<file path="config.mk">
export PLATFORM = sky130hd
export DESIGN_NAME = quadrature_encoder_velocity_estimator_core
export DESIGN_NICKNAME = d
export VERILOG_FILES = /design/src/design/qev_pkg.sv /design/src/design/qev_window.sv /design/src/design/qev_divider.sv /design/src/design/quadrature_encoder_velocity_estimator_core.sv
export SDC_FILE = /design/constraint.sdc
export NUM_CORES = 2
export LEC_CHECK = 0
export BUFFER_PORTS_ARGS = -buffer_cell sky130_fd_sc_hd__buf_2
export CORE_ASPECT_RATIO = 0.6
export CORE_MARGIN = 2
export CORE_UTILIZATION = 35
export CTS_CLUSTER_DIAMETER = 30
export CTS_CLUSTER_SIZE = 25
export DETAILED_ROUTE_END_ITERATION = 10
export HOLD_SLACK_MARGIN = 0.1
export PLACE_DENSITY_LB_ADDON = 0.2
export SLEW_MARGIN = 10
export SYNTH_ARGS = -nofsm -noshare
export SYNTH_HDL_FRONTEND = slang
export SYNTH_SLANG_ARGS = --single-unit
</file>
<file path="constraint.sdc">
create_clock -name clk -period 6.3 [get_ports clk]
set_clock_uncertainty 0.15 [all_clocks]
set_input_delay 0.315 -clock clk [delete_from_list [all_inputs] [get_ports clk]]
set_output_delay 0.315 -clock clk [all_outputs]
set_load 0.02 [all_outputs]
</file>
<file path="src/design/qev_pkg.sv">
// shared types and constants of the encoder position and velocity estimator
package qev_pkg;

    // configuration register indexes
    localparam int CFG_IDX_W = 2;
    localparam logic [CFG_IDX_W-1:0] CFG_STALL_TIMEOUT    = 2'd0;
    localparam logic [CFG_IDX_W-1:0] CFG_MIN_COUNT_CHANGE = 2'd1;
    localparam logic [CFG_IDX_W-1:0] CFG_TIMER_PERIOD     = 2'd2;

    localparam int CFG_W = 16;
    localparam logic [CFG_W-1:0] STALL_TIMEOUT_RST    = 16'd1000;
    localparam logic [CFG_W-1:0] MIN_COUNT_CHANGE_RST = 16'd0;
    localparam logic [CFG_W-1:0] TIMER_PERIOD_RST     = 16'd65535;

    // field widths
    localparam int TIMER_W  = 16;
    localparam int TICK_W   = 32;
    localparam int POS_W    = 32;
    localparam int VEL_W    = 48;
    localparam int FRAC_W   = 16;
    localparam int OUT_DATA_W = 88;

    // request to the interval window memory
    typedef struct packed {
        logic rd_en;
        logic wr_en;
    } win_req_t;

    // status of the serial divider
    typedef struct packed {
        logic busy;
        logic done;
    } div_stat_t;

endpackage

</file>
<file path="src/design/qev_window.sv">
// interval window memory with per-entry valid bits, registered read
module qev_window #(
    parameter int WINDOW_LEN = 8,
    parameter int SLOT_W     = 3
) (
    input  logic                        clk,
    input  logic                        rst_n,
    input  qev_pkg::win_req_t           req,
    input  logic [SLOT_W-1:0]           addr,
    input  logic [qev_pkg::TICK_W-1:0]  wr_data,
    output logic [qev_pkg::TICK_W-1:0]  rd_data
);

    logic [qev_pkg::TICK_W-1:0] mem [WINDOW_LEN];
    logic [WINDOW_LEN-1:0]      valid_reg;
    logic [qev_pkg::TICK_W-1:0] rd_data_reg;
    logic                       rd_valid_reg;

    always_ff @(posedge clk)
    begin
        if (req.wr_en)
        begin
            mem[addr] <= wr_data;
        end
        if (req.rd_en)
        begin
            rd_data_reg <= mem[addr];
        end
    end

    // unwritten entries read as zero
    always_ff @(posedge clk or negedge rst_n)
    begin
        if (!rst_n)
        begin
            valid_reg    <= '0;
            rd_valid_reg <= 1'b0;
        end
        else
        begin
            if (req.wr_en)
            begin
                valid_reg[addr] <= 1'b1;
            end
            if (req.rd_en)
            begin
                rd_valid_reg <= valid_reg[addr];
            end
        end
    end

    assign rd_data = rd_valid_reg ? rd_data_reg : '0;

endmodule

</file>
<file path="src/design/qev_divider.sv">
// restoring divider, one quotient bit per cycle
module qev_divider #(
    parameter int DW = 52,
    parameter int VW = 35
) (
    input  logic                 clk,
    input  logic                 rst_n,
    input  logic                 start,
    input  logic [DW-1:0]        dividend,
    input  logic [VW-1:0]        divisor,
    output logic [DW-1:0]        quotient,
    output qev_pkg::div_stat_t   stat
);

    localparam int CW = $clog2(DW + 1);

    logic [VW-1:0] rem_reg, rem_next;
    logic [DW-1:0] num_reg, num_next;
    logic [VW-1:0] divisor_reg, divisor_next;
    logic [CW-1:0] cnt_reg, cnt_next;
    logic          busy_reg, busy_next;
    logic          done_reg, done_next;
    logic [VW:0]   trial;
    logic [VW:0]   diff;

    always_comb
    begin
        trial        = {rem_reg, num_reg[DW-1]};
        diff         = trial - {1'b0, divisor_reg};
        rem_next     = rem_reg;
        num_next     = num_reg;
        divisor_next = divisor_reg;
        cnt_next     = cnt_reg;
        busy_next    = busy_reg;
        done_next    = 1'b0;
        if (start)
        begin
            rem_next     = '0;
            num_next     = dividend;
            divisor_next = divisor;
            cnt_next     = CW'(DW);
            busy_next    = 1'b1;
        end
        else if (busy_reg)
        begin
            // no borrow means the divisor fits
            if (!diff[VW])
            begin
                rem_next = diff[VW-1:0];
                num_next = {num_reg[DW-2:0], 1'b1};
            end
            else
            begin
                rem_next = trial[VW-1:0];
                num_next = {num_reg[DW-2:0], 1'b0};
            end
            cnt_next = cnt_reg - 1'b1;
            if (cnt_reg == CW'(1))
            begin
                busy_next = 1'b0;
                done_next = 1'b1;
            end
        end
    end

    always_ff @(posedge clk)
    begin
        rem_reg     <= rem_next;
        num_reg     <= num_next;
        divisor_reg <= divisor_next;
    end

    always_ff @(posedge clk or negedge rst_n)
    begin
        if (!rst_n)
        begin
            cnt_reg  <= '0;
            busy_reg <= 1'b0;
            done_reg <= 1'b0;
        end
        else
        begin
            cnt_reg  <= cnt_next;
            busy_reg <= busy_next;
            done_reg <= done_next;
        end
    end

    assign quotient  = num_reg;
    assign stat.busy = busy_reg;
    assign stat.done = done_reg;

endmodule

</file>
<file path="src/design/quadrature_encoder_velocity_estimator_core.sv">
// encoder position and velocity estimator, top level with tick sequencer
//
//  channel   | direction | contents
//  s_axis    | in        | tdata: timer_count; tuser: overflow_flag
//  m_axis    | out       | tdata: position, velocity, clear_overflow; tuser: updated
//  cfg       | in        | register index and 16-bit write data, always ready
//
// a tick without update passes the eval and output states; one with update also the
// window and prep states and, for a nonzero window total, the bit-serial divider that
// forms the velocity quotient; s_axis_tready rises in the cycle the result is offered
// s_axis_tready is high only in the idle state; a stalled m_axis holds the
// finished result and the sequencer waits in its output state
// reset clears the control state and loads the config defaults, the interval window reads as zero until written
module quadrature_encoder_velocity_estimator_core #(
    parameter int WINDOW_LEN = 8,
    parameter int COUNT_BITS = 16
) (
    input  logic                              clk,
    input  logic                              rst_n,
    // [15:0] timer_count
    input  logic [15:0]                       s_axis_tdata,
    // [0] overflow_flag
    input  logic [0:0]                        s_axis_tuser,
    input  logic                              s_axis_tvalid,
    output logic                              s_axis_tready,
    // [31:0] position, [79:32] velocity, [80] clear_overflow, [87:81] zero
    output logic [qev_pkg::OUT_DATA_W-1:0]    m_axis_tdata,
    // [0] updated
    output logic [0:0]                        m_axis_tuser,
    output logic                              m_axis_tvalid,
    input  logic                              m_axis_tready,
    input  logic                              cfg_valid,
    output logic                              cfg_ready,
    input  logic [qev_pkg::CFG_IDX_W-1:0]     cfg_index,
    input  logic [qev_pkg::CFG_W-1:0]         cfg_data
);

    localparam int CNT_W  = (COUNT_BITS < qev_pkg::TIMER_W) ? COUNT_BITS : qev_pkg::TIMER_W;
    localparam int SLOT_W = (WINDOW_LEN > 1) ? $clog2(WINDOW_LEN) : 1;
    localparam int TOT_W  = qev_pkg::TICK_W + $clog2(WINDOW_LEN);
    localparam int DW     = qev_pkg::VEL_W + $clog2(WINDOW_LEN + 1);
    localparam int PAD_W  = qev_pkg::OUT_DATA_W - qev_pkg::POS_W - qev_pkg::VEL_W - 1;
    localparam logic [DW-1:0] WIN_MULT = DW'(WINDOW_LEN);
    localparam logic [SLOT_W-1:0] SLOT_LAST = SLOT_W'(WINDOW_LEN - 1);
    localparam logic [qev_pkg::VEL_W-1:0] VEL_POS_LIM = {1'b0, {(qev_pkg::VEL_W-1){1'b1}}};
    localparam logic [qev_pkg::VEL_W-1:0] VEL_NEG_LIM = {1'b1, {(qev_pkg::VEL_W-1){1'b0}}};

    localparam logic [2:0] S_IDLE = 3'd0;
    localparam logic [2:0] S_EVAL = 3'd1;
    localparam logic [2:0] S_WIN  = 3'd2;
    localparam logic [2:0] S_PREP = 3'd3;
    localparam logic [2:0] S_DIV  = 3'd4;
    localparam logic [2:0] S_OUT  = 3'd5;

    logic [2:0]                   state_reg, state_next;
    logic [qev_pkg::CFG_W-1:0]    stall_timeout_reg, min_count_change_reg, timer_period_reg;
    logic [CNT_W-1:0]             cnt_reg, cnt_next;
    logic                         ovf_reg, ovf_next;
    logic [qev_pkg::TICK_W-1:0]   ticks_reg, ticks_next;
    logic [CNT_W-1:0]             last_count_reg, last_count_next;
    logic [qev_pkg::POS_W-1:0]    pos_reg, pos_next;
    logic [qev_pkg::POS_W-1:0]    last_pos_reg, last_pos_next;
    logic [SLOT_W-1:0]            slot_reg, slot_next;
    logic [TOT_W-1:0]             total_reg, total_next;
    logic [qev_pkg::VEL_W-1:0]    vel_reg, vel_next;
    logic [qev_pkg::POS_W-1:0]    mag_reg, mag_next;
    logic                         neg_reg, neg_next;
    logic                         upd_reg, upd_next;
    logic                         clr_reg, clr_next;
    logic                         out_valid_reg, out_valid_next;
    logic [qev_pkg::OUT_DATA_W-1:0] out_data_reg, out_data_next;
    logic                         out_user_reg, out_user_next;

    qev_pkg::win_req_t            win_req;
    logic [qev_pkg::TICK_W-1:0]   win_rd_data;
    logic                         div_start;
    logic [DW-1:0]                div_dividend;
    logic [DW-1:0]                div_quotient;
    qev_pkg::div_stat_t           div_stat;

    logic                         in_req;
    logic [qev_pkg::TICK_W-1:0]   ticks_inc;
    logic [CNT_W-1:0]             absdiff;
    logic [qev_pkg::TIMER_W:0]    last_dbl;
    logic [qev_pkg::POS_W-1:0]    pos_diff;
    logic [qev_pkg::VEL_W-1:0]    vel_lim;
    logic [qev_pkg::VEL_W-1:0]    q_sat;

    assign in_req        = s_axis_tvalid && s_axis_tready;
    assign s_axis_tready = (state_reg == S_IDLE);
    assign cfg_ready     = 1'b1;

    qev_window #(
        .WINDOW_LEN (WINDOW_LEN),
        .SLOT_W     (SLOT_W)
    ) u_window (
        .clk     (clk),
        .rst_n   (rst_n),
        .req     (win_req),
        .addr    (slot_reg),
        .wr_data (ticks_reg),
        .rd_data (win_rd_data)
    );

    qev_divider #(
        .DW (DW),
        .VW (TOT_W)
    ) u_divider (
        .clk      (clk),
        .rst_n    (rst_n),
        .start    (div_start),
        .dividend (div_dividend),
        .divisor  (total_reg),
        .quotient (div_quotient),
        .stat     (div_stat)
    );

    // position change scaled to Q32.16 and by the window length
    assign div_dividend = DW'({mag_reg, {qev_pkg::FRAC_W{1'b0}}}) * WIN_MULT;
    assign div_start    = (state_reg == S_PREP) && (total_reg != '0);
    assign win_req.rd_en = in_req;
    assign win_req.wr_en = (state_reg == S_WIN);

    always_comb
    begin
        ticks_inc = (ticks_reg == '1) ? ticks_reg : ticks_reg + 1'b1;
        absdiff   = (cnt_reg >= last_count_reg) ? cnt_reg - last_count_reg
                                                : last_count_reg - cnt_reg;
        last_dbl  = (qev_pkg::TIMER_W + 1)'(last_count_reg) << 1;
        pos_diff  = pos_reg - last_pos_reg;
        vel_lim   = neg_reg ? VEL_NEG_LIM : VEL_POS_LIM;
        q_sat     = (div_quotient > DW'(vel_lim)) ? vel_lim
                                                  : div_quotient[qev_pkg::VEL_W-1:0];
    end

    always_comb
    begin
        state_next      = state_reg;
        cnt_next        = cnt_reg;
        ovf_next        = ovf_reg;
        ticks_next      = ticks_reg;
        last_count_next = last_count_reg;
        pos_next        = pos_reg;
        last_pos_next   = last_pos_reg;
        slot_next       = slot_reg;
        total_next      = total_reg;
        vel_next        = vel_reg;
        mag_next        = mag_reg;
        neg_next        = neg_reg;
        upd_next        = upd_reg;
        clr_next        = clr_reg;
        out_valid_next  = out_valid_reg;
        out_data_next   = out_data_reg;
        out_user_next   = out_user_reg;

        if (out_valid_reg && m_axis_tready)
        begin
            out_valid_next = 1'b0;
        end

        unique case (state_reg)
            S_IDLE:
            begin
                if (in_req)
                begin
                    cnt_next   = s_axis_tdata[CNT_W-1:0];
                    ovf_next   = s_axis_tuser[0];
                    state_next = S_EVAL;
                end
            end
            S_EVAL:
            begin
                ticks_next = ticks_inc;
                if (ticks_inc > qev_pkg::TICK_W'(stall_timeout_reg))
                begin
                    vel_next = '0;
                end
                if (qev_pkg::CFG_W'(absdiff) > min_count_change_reg)
                begin
                    upd_next = 1'b1;
                    clr_next = ovf_reg;
                    if (ovf_reg)
                    begin
                        if (last_dbl >= (qev_pkg::TIMER_W + 1)'(timer_period_reg))
                        begin
                            pos_next = pos_reg + 1'b1;
                        end
                        else
                        begin
                            pos_next = pos_reg - 1'b1;
                        end
                    end
                    else
                    begin
                        pos_next = pos_reg + qev_pkg::POS_W'(cnt_reg)
                                 - qev_pkg::POS_W'(last_count_reg);
                    end
                    state_next = S_WIN;
                end
                else
                begin
                    upd_next   = 1'b0;
                    clr_next   = 1'b0;
                    state_next = S_OUT;
                end
            end
            S_WIN:
            begin
                // oldest interval leaves, newest enters
                total_next      = total_reg - TOT_W'(win_rd_data) + TOT_W'(ticks_reg);
                slot_next       = (slot_reg == SLOT_LAST) ? '0 : slot_reg + 1'b1;
                neg_next        = pos_diff[qev_pkg::POS_W-1];
                mag_next        = pos_diff[qev_pkg::POS_W-1] ? (~pos_diff) + 1'b1 : pos_diff;
                last_pos_next   = pos_reg;
                last_count_next = cnt_reg;
                ticks_next      = '0;
                state_next      = S_PREP;
            end
            S_PREP:
            begin
                if (total_reg == '0)
                begin
                    vel_next   = '0;
                    state_next = S_OUT;
                end
                else
                begin
                    state_next = S_DIV;
                end
            end
            S_DIV:
            begin
                if (div_stat.done)
                begin
                    vel_next   = neg_reg ? (~q_sat) + 1'b1 : q_sat;
                    state_next = S_OUT;
                end
            end
            S_OUT:
            begin
                if (!out_valid_reg || m_axis_tready)
                begin
                    out_valid_next = 1'b1;
                    out_data_next  = {{PAD_W{1'b0}}, clr_reg, vel_reg, pos_reg};
                    out_user_next  = upd_reg;
                    state_next     = S_IDLE;
                end
            end
            default:
            begin
                state_next = S_IDLE;
            end
        endcase
    end

    always_ff @(posedge clk)
    begin
        cnt_reg       <= cnt_next;
        ovf_reg       <= ovf_next;
        mag_reg       <= mag_next;
        neg_reg       <= neg_next;
        upd_reg       <= upd_next;
        clr_reg       <= clr_next;
        out_data_reg  <= out_data_next;
        out_user_reg  <= out_user_next;
    end

    always_ff @(posedge clk or negedge rst_n)
    begin
        if (!rst_n)
        begin
            state_reg            <= S_IDLE;
            stall_timeout_reg    <= qev_pkg::STALL_TIMEOUT_RST;
            min_count_change_reg <= qev_pkg::MIN_COUNT_CHANGE_RST;
            timer_period_reg     <= qev_pkg::TIMER_PERIOD_RST;
            ticks_reg            <= '0;
            last_count_reg       <= '0;
            pos_reg              <= '0;
            last_pos_reg         <= '0;
            slot_reg             <= '0;
            total_reg            <= '0;
            vel_reg              <= '0;
            out_valid_reg        <= 1'b0;
        end
        else
        begin
            state_reg      <= state_next;
            ticks_reg      <= ticks_next;
            last_count_reg <= last_count_next;
            pos_reg        <= pos_next;
            last_pos_reg   <= last_pos_next;
            slot_reg       <= slot_next;
            total_reg      <= total_next;
            vel_reg        <= vel_next;
            out_valid_reg  <= out_valid_next;
            if (cfg_valid && cfg_ready)
            begin
                unique case (cfg_index)
                    qev_pkg::CFG_STALL_TIMEOUT:    stall_timeout_reg    <= cfg_data;
                    qev_pkg::CFG_MIN_COUNT_CHANGE: min_count_change_reg <= cfg_data;
                    qev_pkg::CFG_TIMER_PERIOD:     timer_period_reg     <= cfg_data;
                    default:                       ;
                endcase
            end
        end
    end

    assign m_axis_tvalid = out_valid_reg;
    assign m_axis_tdata  = out_data_reg;
    assign m_axis_tuser  = out_user_reg;

endmodule
</file>
* Yosys cells after proc, flatten, opt, wreduce, memory -nomap -nowiden
Memory sizes are Yosys's and may differ from the RTL's. A register that Yosys moved wholly into a read port is not among the register bits.
Cells that the tools add are included.
** Operators by class
- $lt $le $gt $ge :: 7
- Add/sub/neg operators :: 15
- Div/mod/pow operators :: 0
- Muxes and demuxes :: 43
- Equality and inequality tests :: 15
- Bitwise logic cells :: 3
- Shift operators :: 0
- Multiply operators :: 0
- Reduce and logical (&&, ||, !) cells :: 21
** Operator list (count)
- 48-bit 2-to-1 mux :: 6
- 48-bit case mux with 3 select lines :: 1
- 32-bit 2-to-1 mux :: 4
- 51-bit 2-to-1 mux :: 2
- 32-bit by 1-bit adder with 32-bit output (second input constant) :: 3
- 32-bit case mux with 2 select lines :: 1
- 52-bit by 48-bit > comparator with 1-bit output :: 1
- 48-bit by 1-bit adder with 48-bit output (second input constant) :: 1
- 48-bit inverter :: 1
- 36-bit by 35-bit subtractor with 36-bit output :: 1
- 35-bit by 32-bit adder with 35-bit output :: 1
- 35-bit logical NOT :: 1
- 35-bit 2-to-1 mux :: 1
- 35-bit nonzero test :: 1
- 35-bit by 32-bit subtractor with 35-bit output :: 1
- 32-bit by 16-bit adder with 32-bit output :: 1
- 32-bit == test (second input constant) :: 1
- 32-bit by 16-bit > comparator with 1-bit output :: 1
- 32-bit inverter :: 1
- 16-bit subtractor :: 2
- 32-bit by 1-bit subtractor with 32-bit output (second input constant) :: 1
- 32-bit by 16-bit subtractor with 32-bit output :: 1
- 32-bit subtractor :: 1
- 31-bit 2-to-1 mux :: 1
- other kinds (33) :: 68
** Storage, ports and cells
- ROM bits :: 0
- Bits in latches :: 0
- Register bits after elaboration :: 523
- Output and inout port bits :: 92
- Memories :: 1
- Memory bits (writable) :: 256
- Input bits :: 40
** Memories
- u_window.mem :: depth 8, bits a word 32, rd ports 1, clocked after Yosys merged registers in 1, wr ports 1, RTL line qev_window.sv:14 : logic [qev_pkg::TICK_W-1:0] mem [WINDOW_LEN];

* Longest topological paths before layout
- Word-level depth :: 8
- Gate-level depth with buffers :: 29
- Mapped depth without buffers :: 26

* Modules after synthesis
From an unflattened synthesis, not the netlist that was laid out.
** Unflattened totals
- Cells, all modules :: 4499
- Area, all modules :: 47840.9 um^2
** Modules (own cells, without submodules)
- quadrature_encoder_velocity_estimator_core :: cells an instance 3198, area an instance 28858.9 um^2, instances 1
- qev_window :: cells an instance 622, area an instance 11554.8 um^2, instances 1
- qev_divider :: cells an instance 679, area an instance 7427.1 um^2, instances 1

* Worst setup path after synthesis
OpenSTA, ideal clock, no wires.
- Path type :: reg-to-reg
- From :: reg timer_period_reg[1] (netlist bit)
- To :: reg pos_reg[30] (netlist bit)
- Stages on the path, launching flop included :: 23
- Arrival :: 6249 ps
- Slack :: -199 ps
- Data required time :: 6051 ps
- Cells stage by stage :: dfstp_2 -> inv_1 -> ha_1 -> nor2b_1 -> o21a_1 -> o21ai_0 -> a21oi_1 -> o21ai_0 -> a21oi_1 -> o21ai_0 -> inv_1 -> fa_1 -> nor2b_1 -> o21ai_0 -> o21ai_0 -> a32oi_1 -> o31ai_1 -> a41o_1 -> o21ai_0 -> o31ai_1 -> xnor2_1 -> nor2b_1 -> a311oi_1
** On the way
- Longest elaborated chain between the ends :: 3
** Ends and longest elaborated chain
- start: declaration :: RTL line quadrature_encoder_velocity_estimator_core.sv:56 : logic [qev_pkg::CFG_W-1:0] stall_timeout_reg, min_count_change_reg, timer_period_reg;
- start signal: assignment :: RTL line quadrature_encoder_velocity_estimator_core.sv:275 : timer_period_reg <= qev_pkg::TIMER_PERIOD_RST;
- start signal: assignment :: RTL line quadrature_encoder_velocity_estimator_core.sv:301 : qev_pkg::CFG_TIMER_PERIOD: timer_period_reg <= cfg_data;
- 17-bit by 16-bit >= comparator with 1-bit output :: RTL line quadrature_encoder_velocity_estimator_core.sv:184 : if (last_dbl >= (qev_pkg::TIMER_W + 1)'(timer_period_reg))
- 32-bit 2-to-1 mux :: RTL line quadrature_encoder_velocity_estimator_core.sv:184
- 32-bit 2-to-1 mux :: RTL line quadrature_encoder_velocity_estimator_core.sv:182 : if (ovf_reg)
- end signal: assignment :: RTL line quadrature_encoder_velocity_estimator_core.sv:290 : pos_reg <= pos_next;
- end: declaration :: RTL line quadrature_encoder_velocity_estimator_core.sv:61 : logic [qev_pkg::POS_W-1:0] pos_reg, pos_next;
Every way passes these cells.
A chain may end at the register's enable or synchronous reset.

* Final worst setup path
- From :: reg cnt_reg[0]
- To :: reg state_reg[0]
** On the way
- Longest elaborated chain between the ends :: 5
- Elaborated cells on any way between the ends :: 7
- Those cells by class :: add/sub (2); order compare (2); mux (3)
** Ends and longest elaborated chain
- start: declaration :: RTL line quadrature_encoder_velocity_estimator_core.sv:57 : logic [CNT_W-1:0] cnt_reg, cnt_next;
- start signal: assignment :: RTL line quadrature_encoder_velocity_estimator_core.sv:258 : cnt_reg <= cnt_next;
- 16-bit subtractor (tied with other cells) :: RTL line quadrature_encoder_velocity_estimator_core.sv:128 : : last_count_reg - cnt_reg;
- 16-bit 2-to-1 mux * :: RTL line quadrature_encoder_velocity_estimator_core.sv:127 : absdiff = (cnt_reg >= last_count_reg) ? cnt_reg - last_count_reg
- 16-bit > comparator * :: RTL line quadrature_encoder_velocity_estimator_core.sv:178 : if (qev_pkg::CFG_W'(absdiff) > min_count_change_reg)
- 3-bit 2-to-1 mux * :: RTL line quadrature_encoder_velocity_estimator_core.sv:178
- 3-bit case mux with 6 select lines * :: RTL line quadrature_encoder_velocity_estimator_core.sv:161 : unique case (state_reg)
- end signal: assignment :: RTL line quadrature_encoder_velocity_estimator_core.sv:287 : state_reg <= state_next;
- end: declaration :: RTL line quadrature_encoder_velocity_estimator_core.sv:55 : logic [2:0] state_reg, state_next;
Mark *: on every way between the ends. The rest lies on a longest branch, timed or not.

==> results.cfg <==
[floorplan]
io_pins = 132
core_area_um2 = 129000
start_util = 0.353
rows = 102
chipHeight_um = 284
dieArea_um2 = 133000
die_w_um = 470

[grt]
met1_usage = 0.334
grt_usage = 0.202
grt_antenna_before_repair = 3
gr-max-usage-layer = met1
grt_pass1_vias = 32564
grt_max_degree = 116
met2_usage = 0.250
use_met3 = 0.0509
grt_first_pass_wirelength_mm = 208
overflow = 0

[critical_path]
rr_endpoint = state_reg[0]
end_kind = flip-flop
critPathSlowestCell = dlygate4sd3_1
crit_path_start_kind = flip-flop
crit_top_cell = o21ai_0
critPathKind = reg2reg
worstPathRequired_ps = 6770
r2r_slack_ps = 360
arrival_ps = 6410
cpPeakStageDelay_ps = 570
r2r-start = cnt_reg[0]
rr_worst_depth = 26
crit_fanout = 13

[logic_synthesis]
yosys_warnings = 0
async_flop_share = 0.329
ys_ff_latch = 811
yosysUniqueCellTypes = 96
synth_top_area_cell = edfxtp_1
synth_edf_count = 489
yosysSeqAreaShare = 0.493
syn_avg_cell_area_um2 = 10.4
ys_top_cells_by_area = edfxtp_1 (32%), dfrtp_1 (13%), ha_1 (8.1%)
synthesis.area_um2 = 45600
yosysTopAreaCellShare = 0.322
dominantRegCellSynth = edfxtp_1
synth_cells = 4374

[route]
route.detailed.drc = 0
drtIter0Drc = 3605
drt_wl_total_mm = 136
detail-route-antenna-nets = 0
wl_per_cell_um = 21.1
vias = 34201
viasPerCell = 5.31
dr.pass1.iters = 6

[clocking]
cts_buffer_depth = 3
clk_pin_slew_ps = 50
insertion_delay_ps = 760
cts_sinks = 811
numCtsBuffers = 140
htree_levels = 4
cts_root_buf = clkbuf_16
cts_tree = done

[finish]
area_growth_syn_to_layout_pct = 18.3
layout_common_cells = edfxtp_1 (489), inv_1 (401), nand2_1 (345)
nFillCells = 12476
nets = 4988
final_util = 0.418
mostFrequentLayoutCell = edfxtp_1
top_register = u_window.mem
largest_register_ffs = 256
drive_gt1_frac = 0.126

[sta]
slew_headroom = 0.208
finalSetupViolCount = 0
tightest_slew_ps = 1170
fmax_mhz = 168
hold_viol = 0
min_period_over_period = 0.943
slew_violations = 0
period_minus_slack_ps = 5940
rsz0062_at_grt = yes

[placement]
gp_congestion = 0.868
port_buffers = 123
post-dp-hpwl_mm = 94.7

[flow_run]
maxCapViolations = 0

[min_path]
hold_end = cnt_reg[15]
min_from = s_axis_tdata[15]
hold_depth = 2
hold_path.class = in2reg

[run_status]
status = finished clean
[worst max path at each step]
stage | startpoint | endpoint | depth (start not counted)
after floorplan | timer_period_reg[1] | pos_reg[30] | 22
after global placement | cnt_reg[0] | pos_reg[24] | 26
after detailed placement | cnt_reg[0] | pos_reg[29] | 27
after CTS | cnt_reg[0] | state_reg[0] | 27
after global routing | cnt_reg[0] | state_reg[0] | 26
final | cnt_reg[0] | state_reg[0] | 26
[synth_stat cells, types with 20 or more instances]
library cell / n
nand2_1: 346
nor4_1: 25
o311ai_0: 23
xor2_1: 77
nor2_1: 262
a22o_1: 38
a211oi_1: 54
ha_1: 297
a22oi_1: 131
a21oi_1: 233
nor2b_1: 44
dfxtp_1: 55
nand3_1: 53
a31oi_1: 33
and3_1: 31
mux2_2: 37
or3_1: 25
inv_1: 401
nor3_1: 67
edfxtp_1: 489
mux2i_1: 43
xnor2_1: 139
o21a_1: 23
fa_1: 53
or2_2: 20
and2_1: 47
dfrtp_1: 245
nand4_1: 85
clkbuf_1: 159
o21bai_1: 30
a21o_1: 131
o211ai_1: 31
nand2b_1: 34
o21ai_0: 344
dfstp_2: 22
[per-layer routing]
layer	wire [um]	vias up
met2	49400	1109
met3	11200	149
met1	72800	16489
li1	-	16454
met4	2190	0
met5	0	-
[area by class of cell]
type,count,area (um^2),area share
inverters,404,1520,0.0281
flip-flops and latches,811,22500,0.417
diodes,4,10.0,0.000185
clock inverters,96,1060,0.0196
repair buffers,265,1880,0.0348
clock buffers,165,3850,0.0713
well taps,1716,2150,0.0398
multi-input cells,2976,21000,0.389
[worst max-delay path: cells and delay by family (launching register included)]
kind	cells	cell delay [ps]
AOI/OAI and AO/OA	14	2530
buffers and inverters	4	970
adders and majority gates	3	820
and+or+nand+nor	3	460
DFF	1	440
muxes	1	260
xor gates and xnor gates	1	160
[through the flow]
stage / area (um^2) / instances / setup TNS [ps] / hold WS, ps / worst slack [ps]
after floorplan: 45700 / 4380 / 0 / -131 / 559
after global placement: 48400 / 6113 / 0 / 252 / 487
after global routing: 54000 / 6435 / -234 / 115 / -131
after detailed placement: 48400 / 6113 / 0 / 253 / 308
final: 54000 / 6437 / 0 / 138 / 360
after CTS: 53900 / 6426 / 0 / 102 / 90.0
[timing repair]
| action | CTS | global route |
|---|---|---|
| endpoints found under the setup margin | 0 | 80 |
| setup buffers | 0 | 7 |
| hold buffers | 52 | 0 |
| gates resized for setup | 0 | 10 |
| endpoints found under the hold margin | 155 | 0 |
[kinds of logic (layout without fill, tap and decap cells)]
kind of cell    count (synthesis)  after routing  synth area share
compound gates               1221           1221             0.175
buf+inv                       593            930            0.0500
xor+xnor                      216            216            0.0415
other cells                     2             12          0.000165
mux                            80             80            0.0186
simple gates                 1101           1101             0.118
fa+ha+maj                     350            350             0.105
flops                         811            811             0.493
Power is not shown: default switching activity piles up to over one toggle a cycle in this logic, so the estimate is an artifact.
